[src/design/ct_pkg.sv]
package ct_pkg;

  localparam int KEY_MAX    = 8;
  localparam int ROWS_MAX   = 8;
  localparam int CAPACITY   = KEY_MAX * ROWS_MAX;
  localparam int CHAR_W     = 16;
  localparam int KEY_IDX_W  = 3;
  localparam int KLEN_W     = 4;
  localparam int ROWS_W     = 4;
  localparam int ADDR_W     = 6;
  localparam int CNT_W      = 7;
  localparam int CFG_IDX_W  = 2;
  localparam int CFG_DATA_W = 64;

  localparam logic [CHAR_W-1:0] PAD_CHAR = 16'h0030;

  typedef enum logic [CFG_IDX_W-1:0] {
    CFG_KEY_LENGTH = 2'd0,
    CFG_KEY_LOW    = 2'd1,
    CFG_KEY_HIGH   = 2'd2,
    CFG_DECODE     = 2'd3
  } cfg_reg_e;

  // Picks keyword character idx out of the two packed key registers.
  function automatic logic [CHAR_W-1:0] key_char(input logic [CFG_DATA_W-1:0] lo,
                                                 input logic [CFG_DATA_W-1:0] hi,
                                                 input logic [KEY_IDX_W-1:0]  idx);
    logic [5:0] base;
    base = {idx[1:0], 4'b0000};
    if (idx[2]) begin
      return hi[base +: CHAR_W];
    end
    return lo[base +: CHAR_W];
  endfunction

  // Column count: zero acts as one, anything above the maximum as the maximum.
  function automatic logic [KLEN_W-1:0] cols_clamp(input logic [KLEN_W-1:0] klen);
    if (klen == '0) begin
      return KLEN_W'(1);
    end
    if (klen > KLEN_W'(KEY_MAX)) begin
      return KLEN_W'(KEY_MAX);
    end
    return klen;
  endfunction

endpackage

[src/design/ct_in_if.sv]
interface ct_in_if;
  import ct_pkg::*;

  logic              valid;
  logic              ready;
  logic [CHAR_W-1:0] in_char;
  logic              in_last;

  modport source (output valid, output in_char, output in_last, input ready);
  modport sink   (input valid, input in_char, input in_last, output ready);
endinterface

[src/design/ct_out_if.sv]
interface ct_out_if;
  import ct_pkg::*;

  logic              valid;
  logic              ready;
  logic [CHAR_W-1:0] out_char;
  logic              out_last;
  logic              overflow;

  modport source (output valid, output out_char, output out_last, output overflow,
                  input ready);
  modport sink   (input valid, input out_char, input out_last, input overflow,
                  output ready);
endinterface

[src/design/ct_ram.sv]
module ct_ram #(
  parameter int WIDTH = 16,
  parameter int DEPTH = 64
) (
  input  logic                     clk_i,
  input  logic                     we_i,
  input  logic [$clog2(DEPTH)-1:0] waddr_i,
  input  logic [WIDTH-1:0]         wdata_i,
  input  logic                     re_i,
  input  logic [$clog2(DEPTH)-1:0] raddr_i,
  output logic [WIDTH-1:0]         rdata_o
);

  logic [WIDTH-1:0] mem_q [DEPTH];
  logic [WIDTH-1:0] rdata_q;

  always_ff @(posedge clk_i) begin
    if (we_i) begin
      mem_q[waddr_i] <= wdata_i;
    end
    if (re_i) begin
      rdata_q <= mem_q[raddr_i];
    end
  end

  assign rdata_o = rdata_q;

endmodule

[src/design/columnar_transposition_top.sv]
// Channel | Direction | Payload                          | Handshake
// req_i   | in        | in_char[15:0], in_last           | valid / ready
// res_o   | out       | out_char[15:0], out_last, ovf    | valid / ready
// cfg     | in        | cfg_idx_i[1:0], cfg_data_i[63:0] | cfg_we_i, no back-pressure
//
// Requests are accepted only while the block is in its load state. After the
// request that carries the last mark, ranking runs on one shared comparator,
// the row count runs on one adder, and then each result goes through the
// shared multiply-add for its address and then the registered grid memory
// read, and it waits out any stall on the result side.
// Reset is asynchronous and active low; the grid memory is not cleared.
module columnar_transposition_top (
  input  logic                               clk_i,
  input  logic                               rst_ni,
  input  logic                               cfg_we_i,
  input  logic [ct_pkg::CFG_IDX_W-1:0]       cfg_idx_i,
  input  logic [ct_pkg::CFG_DATA_W-1:0]      cfg_data_i,
  ct_in_if.sink                              req_i,
  ct_out_if.source                           res_o
);
  import ct_pkg::*;

  // One-hot sequencer: load requests, rank the key, count rows, then emit.
  typedef enum logic [4:0] {
    S_LOAD = 5'b00001,
    S_RANK = 5'b00010,
    S_ROWS = 5'b00100,
    S_ADDR = 5'b01000,
    S_WAIT = 5'b10000
  } state_e;

  state_e state_q, state_d;

  // Configuration registers.
  logic [KLEN_W-1:0]     key_len_q;
  logic [CFG_DATA_W-1:0] key_lo_q, key_hi_q;
  logic                  decode_q;

  // Message bookkeeping.
  logic [CNT_W-1:0] count_q;
  logic             drop_q;

  // Ranking state: i is the column being ranked, j the one it is compared with.
  logic [KEY_IDX_W-1:0] i_q, j_q, cnt_q;
  logic [KEY_IDX_W-1:0] rank_q  [KEY_MAX];
  logic [KEY_IDX_W-1:0] order_q [KEY_MAX];

  // Row count and emit counters.
  logic [CNT_W-1:0]     acc_q, total_q, pos_q;
  logic [ROWS_W-1:0]    rows_q;
  logic [KEY_IDX_W-1:0] inner_q, outer_q;
  logic                 pad_q;

  // Combinational helpers.
  logic [KLEN_W-1:0] k;
  logic [CNT_W-1:0]  cap, n, acc_d, addr, prod;
  logic              in_fire, out_fire, store_ok, is_last;
  logic [CHAR_W-1:0] ci, cj, rdata;
  logic              hit, j_end, i_end, inner_end;
  logic [KEY_IDX_W-1:0] cnt_nx, mul_a, mul_c;
  logic [ROWS_W-1:0]    mul_b, inner_lim;

  assign k   = cols_clamp(key_len_q);
  assign cap = CNT_W'(k) * CNT_W'(ROWS_MAX);
  // The key length may have shrunk mid message, so the held count is clamped.
  assign n   = (count_q > cap) ? cap : count_q;

  assign req_i.ready = (state_q == S_LOAD);
  assign in_fire     = req_i.valid && req_i.ready;
  assign store_ok    = (count_q < cap);

  assign res_o.valid = (state_q == S_WAIT);
  assign out_fire    = res_o.valid && res_o.ready;
  assign is_last     = ((pos_q + CNT_W'(1)) == total_q);

  // Shared comparator for ranking. Ties break toward the earlier column.
  assign ci     = key_char(key_lo_q, key_hi_q, i_q);
  assign cj     = key_char(key_lo_q, key_hi_q, j_q);
  assign hit    = (cj < ci) || ((j_q < i_q) && (cj == ci));
  assign cnt_nx = cnt_q + KEY_IDX_W'(hit);
  assign j_end  = (KLEN_W'(j_q) == (k - KLEN_W'(1)));
  assign i_end  = (KLEN_W'(i_q) == (k - KLEN_W'(1)));

  assign acc_d = acc_q + CNT_W'(k);

  // Shared multiply-add for the grid address. Encode walks ranked columns
  // top to bottom and reads cell row*k+col. Decode walks rows left to right
  // and reads the source character rank(col)*rows+row.
  always_comb begin
    if (decode_q) begin
      mul_a     = rank_q[inner_q];
      mul_b     = rows_q;
      mul_c     = outer_q;
      inner_lim = k;
    end else begin
      mul_a     = inner_q;
      mul_b     = k;
      mul_c     = order_q[outer_q];
      inner_lim = rows_q;
    end
  end

  assign prod      = CNT_W'(mul_a) * CNT_W'(mul_b);
  assign addr      = prod + CNT_W'(mul_c);
  assign inner_end = ((ROWS_W'(inner_q) + ROWS_W'(1)) == inner_lim);

  ct_ram #(
    .WIDTH (CHAR_W),
    .DEPTH (CAPACITY)
  ) u_grid (
    .clk_i   (clk_i),
    .we_i    (in_fire && store_ok),
    .waddr_i (count_q[ADDR_W-1:0]),
    .wdata_i (req_i.in_char),
    .re_i    (state_q == S_ADDR),
    .raddr_i (addr[ADDR_W-1:0]),
    .rdata_o (rdata)
  );

  // Cells past the n-th character come out as the pad.
  assign res_o.out_char = pad_q ? PAD_CHAR : rdata;
  assign res_o.out_last = is_last;
  assign res_o.overflow = drop_q;

  // Configuration writes.
  always_ff @(posedge clk_i or negedge rst_ni) begin
    if (!rst_ni) begin
      key_len_q <= KLEN_W'(1);
      key_lo_q  <= '0;
      key_hi_q  <= '0;
      decode_q  <= 1'b0;
    end else if (cfg_we_i) begin
      case (cfg_idx_i)
        CFG_KEY_LENGTH: key_len_q <= cfg_data_i[KLEN_W-1:0];
        CFG_KEY_LOW:    key_lo_q  <= cfg_data_i;
        CFG_KEY_HIGH:   key_hi_q  <= cfg_data_i;
        CFG_DECODE:     decode_q  <= cfg_data_i[0];
        default: ;
      endcase
    end
  end

  always_comb begin
    state_d = state_q;
    case (state_q)
      S_LOAD: if (in_fire && req_i.in_last) state_d = S_RANK;
      S_RANK: if (j_end && i_end) state_d = S_ROWS;
      S_ROWS: if (acc_d >= n) state_d = S_ADDR;
      S_ADDR: state_d = S_WAIT;
      S_WAIT: begin
        if (out_fire) begin
          state_d = is_last ? S_LOAD : S_ADDR;
        end
      end
      default: state_d = S_LOAD;
    endcase
  end

  // Control state.
  always_ff @(posedge clk_i or negedge rst_ni) begin
    if (!rst_ni) begin
      state_q <= S_LOAD;
      count_q <= '0;
      drop_q  <= 1'b0;
      i_q     <= '0;
      j_q     <= '0;
      cnt_q   <= '0;
      acc_q   <= '0;
      rows_q  <= '0;
      total_q <= '0;
      pos_q   <= '0;
      inner_q <= '0;
      outer_q <= '0;
    end else begin
      state_q <= state_d;
      case (state_q)
        S_LOAD: begin
          if (in_fire) begin
            if (store_ok) begin
              count_q <= count_q + CNT_W'(1);
            end else begin
              drop_q <= 1'b1;
            end
            i_q   <= '0;
            j_q   <= '0;
            cnt_q <= '0;
          end
        end
        S_RANK: begin
          if (j_end) begin
            j_q   <= '0;
            cnt_q <= '0;
            i_q   <= i_q + KEY_IDX_W'(1);
          end else begin
            j_q   <= j_q + KEY_IDX_W'(1);
            cnt_q <= cnt_nx;
          end
          acc_q  <= '0;
          rows_q <= '0;
        end
        S_ROWS: begin
          acc_q  <= acc_d;
          rows_q <= rows_q + ROWS_W'(1);
          total_q <= decode_q ? n : acc_d;
          pos_q   <= '0;
          inner_q <= '0;
          outer_q <= '0;
        end
        S_WAIT: begin
          if (out_fire) begin
            if (is_last) begin
              count_q <= '0;
              drop_q  <= 1'b0;
            end else begin
              pos_q <= pos_q + CNT_W'(1);
              if (inner_end) begin
                inner_q <= '0;
                outer_q <= outer_q + KEY_IDX_W'(1);
              end else begin
                inner_q <= inner_q + KEY_IDX_W'(1);
              end
            end
          end
        end
        default: ;
      endcase
    end
  end

  // Rank tables and pad flag carry no reset; they are rebuilt for every message.
  always_ff @(posedge clk_i) begin
    if ((state_q == S_RANK) && j_end) begin
      rank_q[i_q]     <= cnt_nx;
      order_q[cnt_nx] <= i_q;
    end
    if (state_q == S_ADDR) begin
      pad_q <= (addr >= n);
    end
  end

`ifndef SYNTHESIS
  // The block never takes a request while a result is on offer.
  assert property (@(posedge clk_i) disable iff (!rst_ni)
    !(req_i.ready && res_o.valid))
    else $error("request accepted while a result is pending");

  // The character count never passes the grid capacity.
  assert property (@(posedge clk_i) disable iff (!rst_ni)
    count_q <= CNT_W'(CAPACITY))
    else $error("character count beyond capacity");

  // A result position always lies inside the message total.
  assert property (@(posedge clk_i) disable iff (!rst_ni)
    res_o.valid |-> (pos_q < total_q))
    else $error("result position past total");

  // Taking the final result clears the message and reopens the request side.
  assert property (@(posedge clk_i) disable iff (!rst_ni)
    (out_fire && res_o.out_last) |=> (req_i.ready && (count_q == '0) && !drop_q))
    else $error("message not closed after final result");

  // The request with the last mark starts ranking in the next cycle.
  assert property (@(posedge clk_i) disable iff (!rst_ni)
    (in_fire && req_i.in_last) |=> (state_q == S_RANK))
    else $error("ranking did not start after last request");
`endif

endmodule
[src/flat_wrapper.sv]
// flat-port wrapper written by rule: the top's interface ports become plain ports
module columnar_transposition_top_flat import ct_pkg::*;
  (clk_i, rst_ni, cfg_we_i, cfg_idx_i, cfg_data_i, req_i_valid, req_i_in_char, req_i_in_last, req_i_ready, res_o_valid, res_o_out_char, res_o_out_last, res_o_overflow, res_o_ready);
  ct_in_if req_i_i ();
  ct_out_if res_o_i ();
  input  logic clk_i;
  input  logic rst_ni;
  input  logic cfg_we_i;
  input  logic [ct_pkg::CFG_IDX_W-1:0] cfg_idx_i;
  input  logic [ct_pkg::CFG_DATA_W-1:0] cfg_data_i;
  input wire logic [$bits(req_i_i.valid)-1:0] req_i_valid;
  input wire logic [$bits(req_i_i.in_char)-1:0] req_i_in_char;
  input wire logic [$bits(req_i_i.in_last)-1:0] req_i_in_last;
  output wire logic [$bits(req_i_i.ready)-1:0] req_i_ready;
  output wire logic [$bits(res_o_i.valid)-1:0] res_o_valid;
  output wire logic [$bits(res_o_i.out_char)-1:0] res_o_out_char;
  output wire logic [$bits(res_o_i.out_last)-1:0] res_o_out_last;
  output wire logic [$bits(res_o_i.overflow)-1:0] res_o_overflow;
  input wire logic [$bits(res_o_i.ready)-1:0] res_o_ready;
  assign req_i_i.valid = req_i_valid;
  assign req_i_i.in_char = req_i_in_char;
  assign req_i_i.in_last = req_i_in_last;
  assign req_i_ready = req_i_i.ready;
  assign res_o_valid = res_o_i.valid;
  assign res_o_out_char = res_o_i.out_char;
  assign res_o_out_last = res_o_i.out_last;
  assign res_o_overflow = res_o_i.overflow;
  assign res_o_i.ready = res_o_ready;
  columnar_transposition_top u_core (.clk_i(clk_i), .rst_ni(rst_ni), .cfg_we_i(cfg_we_i), .cfg_idx_i(cfg_idx_i), .cfg_data_i(cfg_data_i), .req_i(req_i_i), .res_o(res_o_i));
endmodule
[config.mk]
export PLATFORM = sky130hd
export DESIGN_NAME = columnar_transposition_top_flat
export DESIGN_NICKNAME = d
export VERILOG_FILES = /design/src/design/ct_pkg.sv /design/src/design/ct_in_if.sv /design/src/design/ct_out_if.sv /design/src/design/ct_ram.sv /design/src/design/columnar_transposition_top.sv /design/src/flat_wrapper.sv
export SDC_FILE = /design/constraint.sdc
export NUM_CORES = 1
export LEC_CHECK = 0
export BUFFER_PORTS_ARGS = -buffer_cell sky130_fd_sc_hd__buf_4
export CORE_UTILIZATION = 51
export CTS_CLUSTER_SIZE = 30
export DETAILED_ROUTE_END_ITERATION = 12
export PLACE_DENSITY = 0.67
export SLEW_MARGIN = 20
export SYNTH_ARGS = -nofsm -noshare
export SYNTH_HDL_FRONTEND = slang
export SYNTH_HIERARCHICAL = 1
export SYNTH_SLANG_ARGS = --single-unit
[constraint.sdc]
create_clock -name clk_i -period 5.66 [get_ports clk_i]
set_clock_uncertainty 0.15 [all_clocks]
set_input_delay 1.698 -clock clk_i [delete_from_list [all_inputs] [get_ports clk_i]]
set_output_delay 1.698 -clock clk_i [all_outputs]
set_load 0.05 [all_outputs]
==> results.txt, run 1 <==
For this run, the leading register cell type out of synthesis is sky130_fd_sc_hd__edfxtp_1. The flow ran to the end, and the final reports show no timing, DRC or antenna violations. The arrival time of data at the critical path endpoint was 5.90 ns; the mean instance size in the synthesized netlist was 18.6 µm². The logs give 0.373 for the sequential power share and 192000 µm for the global-route wire length before repair. The run gives 0.879 as the global placer's final weighted congestion. The aggregate negative setup slack is 0 ns. The tools report the largest vdd supply drop as 0.343 mV.

The worst min-delay path class was reg2reg. Counting distinct cell types in the post-synthesis netlist gives 76. The clock tree synthesis step divided the H-tree into 4 levels. STA puts the critical path data required time at 6.01 ns. After floorplanning, the core was divided into 118 placement rows. TritonCTS built the clock tree. The share of total power consumed by net switching came out at 0.312. The kind of start point of the critical path was a flip-flop.

The tools report the sequential share of the synthesized area as 0.699. The maximum fanout encountered on the critical timing path came out at 22. The global-route usage over all layers was 0.245.

The worst setup path is captured at a flip-flop. The count of nets left with antenna violations once routing finished came out at 0. The CTS root buffer is sky130_fd_sc_hd__clkbuf_16. The run gives 0.515 as the starting utilization of the core area. The run gives 0 as the buffers inserted during post-CTS setup optimization.

Buffers inserted to repair hold after CTS numbered 0. The detailed router placed 28300 vias in this run. The number of remaining DRC errors was 0; the max-cap violation count was 0.

The number of slew-limit violations in the final report is 0. At the end of the flow, the number of nets in the layout was 3278. The total grt overflow is 0. Summing every instance area after synthesis gives 0.0535 mm².

For this design the total switching power over the nets is 9.31 mW. The count of input and output buffers was 107; the total clock buffers created by CTS was 131. After the first detailed-routing iteration, the DRC count stood at 2886.

In this run, synthesis inferred 1089 flip-flops with an integrated enable. The tools report the clock share of power as 0.300. The floorplan step defined a die boundary enclosing 0.106 mm². At the pin with the least slew margin, the transition time is 1.09 ns.

The placed wire-length estimate after detailed placement was 80200 µm; the total of endpoints with negative setup slack in the final report was 0. The initial antenna violation count is 6, and the highest attainable clock frequency is 0.180 GHz. Share of the clock period used by the worst path: 0.980. The number of buffers between clock root and the deepest sink was 3. Summed over all cells, the static leakage comes to 20.9 nW. Measured along the y axis, the die boundary spans 326 µm.

Subtracting the final worst setup slack from the clock period gives 5.55 ns. Fraction of final layout cells with drive strength greater than 1: 0.307. Aggregate routed wire length: 128000 µm. The number of I/O pins was 108. The post-synthesis async set-or-reset flop share was 0.146. From synthesis to final layout, the design area changed by 14.2%. The critical setup path kind was reg2reg. The design draws 29.8 mW. The total number of yosys warnings was 6; the number of hold violations in the final report was 0. The core region is 0.104 mm².

The wire length per cell after detailed routing works out to 27.7 µm. Setup repair after global routing left no endpoint under its margin. Counting the fill cells in the layout gives 7472. The first detailed-routing pass ran for 5 iterations. The post-CTS clock slew at the launch and capture registers of the worst setup and hold paths is 0.06 ns.

Counting every net in the synthesized netlist gives 3023. For the via count of the first global-routing pass, the log shows 29500. The number of clock sinks was 1275. The average vias per placed instance is 6.15. For the worst-skew pair, the clock arrives at the later sink with an insertion delay of 0.74 ns. The internal portion of the total power is 20.5 mW. The register bit count reported by yosys is 1275. The proportion of power drawn by combinational gates came out at 0.327.

The tools report the cell count after synthesis as 2867. In this run the power density over the cells is 489 mW/mm². Measured along the x axis, the die boundary spans 326 µm. Entering global routing, the biggest net connects 107 pins.

The run gives 0.273 as the worst relative slew slack.
-- synth_stat cells, drive strengths merged (3+ instances only) --
master,number,area share
nor3,24,0.0025
xnor2,25,0.0042
o21a,6,0.00084
a221oi,16,0.0026
and4,5,0.00082
a211oi,12,0.0017
dfrtp,184,0.086
nand2b,14,0.0016
fa,5,0.0019
clkbuf,64,0.0046
inv,35,0.0025
a211o,8,0.0013
nor2,122,0.0087
ha,63,0.015
nand3,40,0.0038
a22o,14,0.0023
a41oi,5,0.00082
mux4,300,0.13
nand4,15,0.0018
and3,3,0.00035
buf,93,0.013
a21oi,46,0.0043
edfxtp,1089,0.61
and2,12,0.0014
o2111ai,3,0.00061
mux2,175,0.037
xor2,6,0.00098
o21ai,67,0.0063
a22oi,39,0.0055
a31oi,18,0.0021
nor4,5,0.00094
nand3b,7,0.00098
a21o,12,0.0017
or2,4,0.00047
nand2,134,0.0096
a311oi,8,0.0013
a221o,7,0.0013
mux2i,108,0.020
nor2b,52,0.0061
-- cell families after synthesis --
group	after synthesis	share of synthesized area
AOI/OAI and AO/OA	274	0.0352
xor gates and xnor gates	31	0.00522
adders and majority gates	68	0.0166
buffers and inverters	192	0.0204
DFF	1275	0.699
muxes	583	0.184
and+or+nand+nor	444	0.0401
-- per-stage QoR --
stage | worst slack (ns) | hold slack [ns] | util | instances | cell area (µm²)
2_1_floorplan | 0.678 | 0.306 | - | 2867 | 53500
3_3_place_gp | 0.104 | 0.322 | 0.545 | 4369 | 56500
3_5_place_dp | 0.0446 | 0.340 | 0.545 | 4369 | 56500
4_1_cts | 0.0119 | 0.352 | 0.588 | 4605 | 61000
5_1_grt | 0.00916 | 0.364 | 0.588 | 4607 | 61000
6_report | 0.111 | 0.343 | 0.588 | 4607 | 61000
-- area by class of cell --
class / count / area [µm²] / share of cell area
Sequential cell: 1275 / 37400 / 0.612
Clock buffer: 158 / 3520 / 0.0576
Clock inverter: 78 / 961 / 0.0157
Antenna cell: 2 / 5.00 / 0.0000820
Tap cell: 1380 / 1730 / 0.0283
Timing Repair Buffer: 279 / 2230 / 0.0366
Multi-Input combinational cell: 1400 / 15100 / 0.247
Inverter: 35 / 139 / 0.00228
-- sequential cells by signal, indices dropped and copies added, names as in the netlist, 4 cells and up --
name,cells
u_core/acc_q,7
u_core/count_q,7
u_core/key_hi_q,64
u_core/key_len_q,4
u_core/key_lo_q,64
u_core/order_q,24
u_core/pos_q,7
u_core/rank_q,24
u_core/rows_q,4
u_core/state_q,5
u_core/total_q,7
u_core/u_grid/mem_q,1024
u_core/u_grid/rdata_o,16
-- layer usage --
layer | global-route usage | wire length, µm
met1 | 0.333 | 51600
met2 | 0.408 | 64200
met3 | 0.0398 | 8310
met4 | 0.0747 | 3370
met5 | 0 | 28
-- worst max-delay path, cell delays in order, from the launching register on --
cell                      delay, ns
sky130_fd_sc_hd__dfrtp_1       0.52
sky130_fd_sc_hd__mux4_2        0.41
sky130_fd_sc_hd__a21oi_1       0.07
sky130_fd_sc_hd__a31oi_1       0.28
sky130_fd_sc_hd__nand2_1       0.11
sky130_fd_sc_hd__fa_1          0.50
sky130_fd_sc_hd__inv_1         0.06
sky130_fd_sc_hd__fa_1          0.57
sky130_fd_sc_hd__inv_1         0.08
sky130_fd_sc_hd__fa_1          0.56
sky130_fd_sc_hd__inv_8         0.23
sky130_fd_sc_hd__buf_12        0.22
sky130_fd_sc_hd__buf_4         0.23
sky130_fd_sc_hd__mux4_2        0.33
sky130_fd_sc_hd__a22oi_1       0.26
sky130_fd_sc_hd__nand3_1       0.34
sky130_fd_sc_hd__and4_1        0.35
-- power groups by stage --
stage	Combinational (mW)	Sequential, mW	Clock, mW
after floorplan	6.95	11.1	0
after global placement	9.60	11.3	0
after detailed placement	9.74	11.3	0
after CTS	9.79	11.1	9.08
after global routing	10.4	11.2	9.42
final	9.76	11.1	8.94
-- cell usage in the layout, fill, tap and decap left out, types with 20 or more instances in the layout --
cell type / instances
sky130_fd_sc_hd__mux2i_1: 108
sky130_fd_sc_hd__nor2b_1: 48
sky130_fd_sc_hd__edfxtp_1: 1089
sky130_fd_sc_hd__o21ai_0: 55
sky130_fd_sc_hd__ha_1: 61
sky130_fd_sc_hd__clkinv_2: 20
sky130_fd_sc_hd__nand3_1: 39
sky130_fd_sc_hd__mux2_2: 175
sky130_fd_sc_hd__clkinv_1: 21
sky130_fd_sc_hd__xnor2_1: 22
sky130_fd_sc_hd__nor2_1: 118
sky130_fd_sc_hd__nand2_1: 131
sky130_fd_sc_hd__inv_1: 33
sky130_fd_sc_hd__buf_4: 266
sky130_fd_sc_hd__mux4_2: 296
sky130_fd_sc_hd__a21oi_1: 46
sky130_fd_sc_hd__a22oi_1: 39
sky130_fd_sc_hd__clkbuf_16: 136
sky130_fd_sc_hd__dfrtp_1: 181
-- what timing repair did --
item,CTS,global route
gates cloned,0,0
endpoints found under the hold margin,0,0
resized for setup,1,12
endpoints found under the setup margin,3,11
-- worst paths after layout --
path                                   start                         to  slack [ns]  cells after the start
min in group asynchronous             rst_ni        u_core/key_hi_q[44]        0.93                      1
setup reg to reg           u_core/inner_q[1]  u_core/u_grid/rdata_o[12]        0.11                     16
setup / recovery           u_core/inner_q[1]  u_core/u_grid/rdata_o[12]        0.11                     16
hold reg to reg            u_core/total_q[0]          u_core/total_q[0]        0.34                      2
hold / removal             u_core/total_q[0]          u_core/total_q[0]        0.34                      2
max in group asynchronous             rst_ni          u_core/state_q[0]        3.49                      2
Note: power is estimated with default switching activity, not from simulation.
==> run 2: changes to the inputs <==
--- a/config.mk
+++ b/config.mk
@@ -8,6 +8,5 @@
 export BUFFER_PORTS_ARGS = -buffer_cell sky130_fd_sc_hd__buf_4
-export CORE_UTILIZATION = 51
+export CORE_UTILIZATION = 43
 export CTS_CLUSTER_SIZE = 30
 export DETAILED_ROUTE_END_ITERATION = 12
-export PLACE_DENSITY = 0.67
 export SLEW_MARGIN = 20
==> constraint.sdc (replaced) <==
create_clock -name clk_i -period 5.66 [get_ports clk_i]
set_clock_uncertainty 0.15 [all_clocks]
set_input_delay 0.566 -clock clk_i [delete_from_list [all_inputs] [get_ports clk_i]]
set_output_delay 0.566 -clock clk_i [all_outputs]
set_load 0.05 [all_outputs]
==> results.txt, run 2 (same netlist as run 1, synthesis figures left out) <==
In the final design database the tool counted 3338 nets. The first global-routing pass estimated 193000 µm of wire. The clock reaches the later pin of the worst-skew pair after 0.76 ns. For this run, design rule violations remaining after detail routing come to 0. For the finished layout, the period the worst path requires is 5.50 ns. Type of destination of the critical path: a flip-flop. The critical setup path kind is reg2reg. The tree is rooted in a sky130_fd_sc_hd__clkbuf_16. The run finished with clean final reports.

For the number of buffers between clock root and the deepest sink, the log shows 3. The vertical extent of the die came out at 355 µm. The detailed router placed 28200 vias in this run.

X dimension of the die: 355 µm. The number of hold violations in the final report was 0; the aggregate negative setup slack was 0 ns. The number of I/O pins was 108.

The detail route stage leaves a number of antenna-violating nets equal to 0. Wires add up to 129000 µm. Share of the clock period used by the worst path: 0.971. The core occupancy in the finished layout was 0.500. The tool flagged a number of max-cap violations equal to 0.

The post-CTS clock slew at the launch and capture registers of the worst setup and hold paths was 0.07 ns. The tools report the highest attainable clock frequency as 0.182 GHz. For this run, the slowest stage of the critical path takes 0.57 ns.

For the pin with the worst max-slew slack, the measured transition is 1.01 ns. The required time of the critical path was 6.00 ns. After the first detailed-routing iteration, the DRC count stood at 2552. The maximum fanout encountered on the critical timing path was 26; the wire length per cell after detailed routing was 26.2 µm. Counting both buffers and inverters, the worst setup path holds a total of 5. In the layout the commonest cells are 1089 x sky130_fd_sc_hd__edfxtp_1, 296 x sky130_fd_sc_hd__mux4_2, 255 x sky130_fd_sc_hd__buf_4. The cell with the largest stage delay on the worst path was sky130_fd_sc_hd__fa_1. Largest vdd supply drop: 0.404 mV. The congestion estimate from routability-driven global placement came to 0.873.

The starting utilization of the core area is 0.433. The initial antenna violation count was 7; the power density over the cells was 479 mW/mm². The register bank with the most flops is u_core/u_grid/mem_q.

Setup repair after global routing left no endpoint under its margin. Summed over all layers, the global routing overflow is 0. The run gives 0.207 as the global-route usage over all layers. The critical path goes through mux4_2 -> a21oi_1 -> a31oi_1 -> nand2_1 -> fa_1 -> inv_1 -> fa_1 -> inv_1 -> fa_1 -> inv_8 -> buf_12 -> mux4_2 -> mux2_2 -> a221oi_1 -> buf_4 -> a311oi_1. Dividing the detail-routed via count by the number of cells gives 5.73. Standard-cell row count: 129.

The library cell used most frequently in the layout, excluding fill and tap cells, is sky130_fd_sc_hd__edfxtp_1. TritonCTS built the clock tree. The number of optimization iterations in the first detailed-route pass is 6. The register with the most flip-flops in the layout has 1024 of them. The core area is 0.123 mm², and the count of input and output buffers is 107.

The most frequent cell on the critical path is sky130_fd_sc_hd__fa_1. The die outline area came out at 0.126 mm². The tools report the number of slew-limit violations in the final report as 0. In this run the number of H-tree levels came out at 4. The largest registers in the layout are u_core/u_grid/mem_q x1024, u_core/key_hi_q x64, u_core/key_lo_q x64. The placed wire-length estimate after detailed placement came out at 81000 µm. Entering global routing, the biggest net connects 101 pins. The tools report the via count of the first global-routing pass as 29200. The worst relative slew slack is 0.322. Data arrives at the worst endpoint at 5.84 ns. Counting the buffers created by CTS gives 134.

The fraction of final layout cells with drive strength greater than 1 was 0.295. The tools report the cell leakage power as 21.0 nW. The cell family contributing the most delay on the critical path is adder cells.

Setup violations remaining at the end of the flow were counted as 0. The area growth from synthesis to layout is 15.4%. CTS saw 1275 sinks.

The tightest min-delay check is of the in2reg type. STA classifies the critical path startpoint as a flip-flop.
## run 2: layout make-up
class,instances,area [µm²]
Fill cell,10000,61800
Sequential cell,1275,37400
Multi-Input combinational cell,1400,15100
Clock buffer,168,3580
Timing Repair Buffer,336,2840
Tap cell,1637,2050
Clock inverter,71,624
Inverter,35,139
Antenna cell,4,10.0
## run 2: worst min-delay path: stages
cell                      delay [ns]
sky130_fd_sc_hd__buf_4          0.12
sky130_fd_sc_hd__nand3_1        0.09
sky130_fd_sc_hd__mux2_2         0.16
## run 2: power by group
part           switching (mW)  total [mW]  internal, mW
logic                    5.54        10.0          4.49
clock network            3.63        8.42          4.79
registers               0.396        11.1          10.7
total                    9.57        29.5          20.0
## run 2: worst paths after layout
| check | cells after the start | startpoint | end | slack, ns |
|---|---|---|---|---|
| max in group asynchronous | 3 | rst_ni | u_core/key_hi_q[6] | 3.83 |
| max reg2reg | 16 | u_core/inner_q[0] | u_core/u_grid/rdata_o[11] | 0.16 |
| min reg2reg | 2 | u_core/acc_q[2] | u_core/acc_q[2] | 0.36 |
| max | 16 | u_core/inner_q[0] | u_core/u_grid/rdata_o[11] | 0.16 |
| min | 3 | cfg_we_i | u_core/decode_q | 0.06 |
| min in group asynchronous | 2 | rst_ni | u_core/key_hi_q[43] | 0.30 |
## run 2: per-layer routing
metal | track usage | share of wire | vias to the layer above
met5 | 0 | 0.00015 | -
met4 | 0.0702 | 0.029 | 2
met3 | 0.0313 | 0.056 | 213
met2 | 0.345 | 0.50 | 891
met1 | 0.279 | 0.41 | 14900
li1 | - | - | 12200
## run 2: metrics by stage
stage	cell area, µm²	cells	hold WS, ns	total power, mW	worst slack (ns)
final	61700	4926	0.0551	29.5	0.164
after global routing	61700	4922	0.0486	30.8	0.00595
after CTS	61700	4922	0.00894	29.8	0.0238
after detailed placement	56800	4614	0.336	21.3	0.0558
after global placement	56800	4614	0.326	21.1	0.202
after floorplan	53500	2867	0.120	18.0	0.678
## run 2: repair_timing
item | in CTS | in global routing
resized for setup | 0 | 6
buffers inserted | 0 | 0
hold buffers | 69 | 0
endpoints found under the setup margin | 0 | 16
hold endpoints to repair | 233 | 0
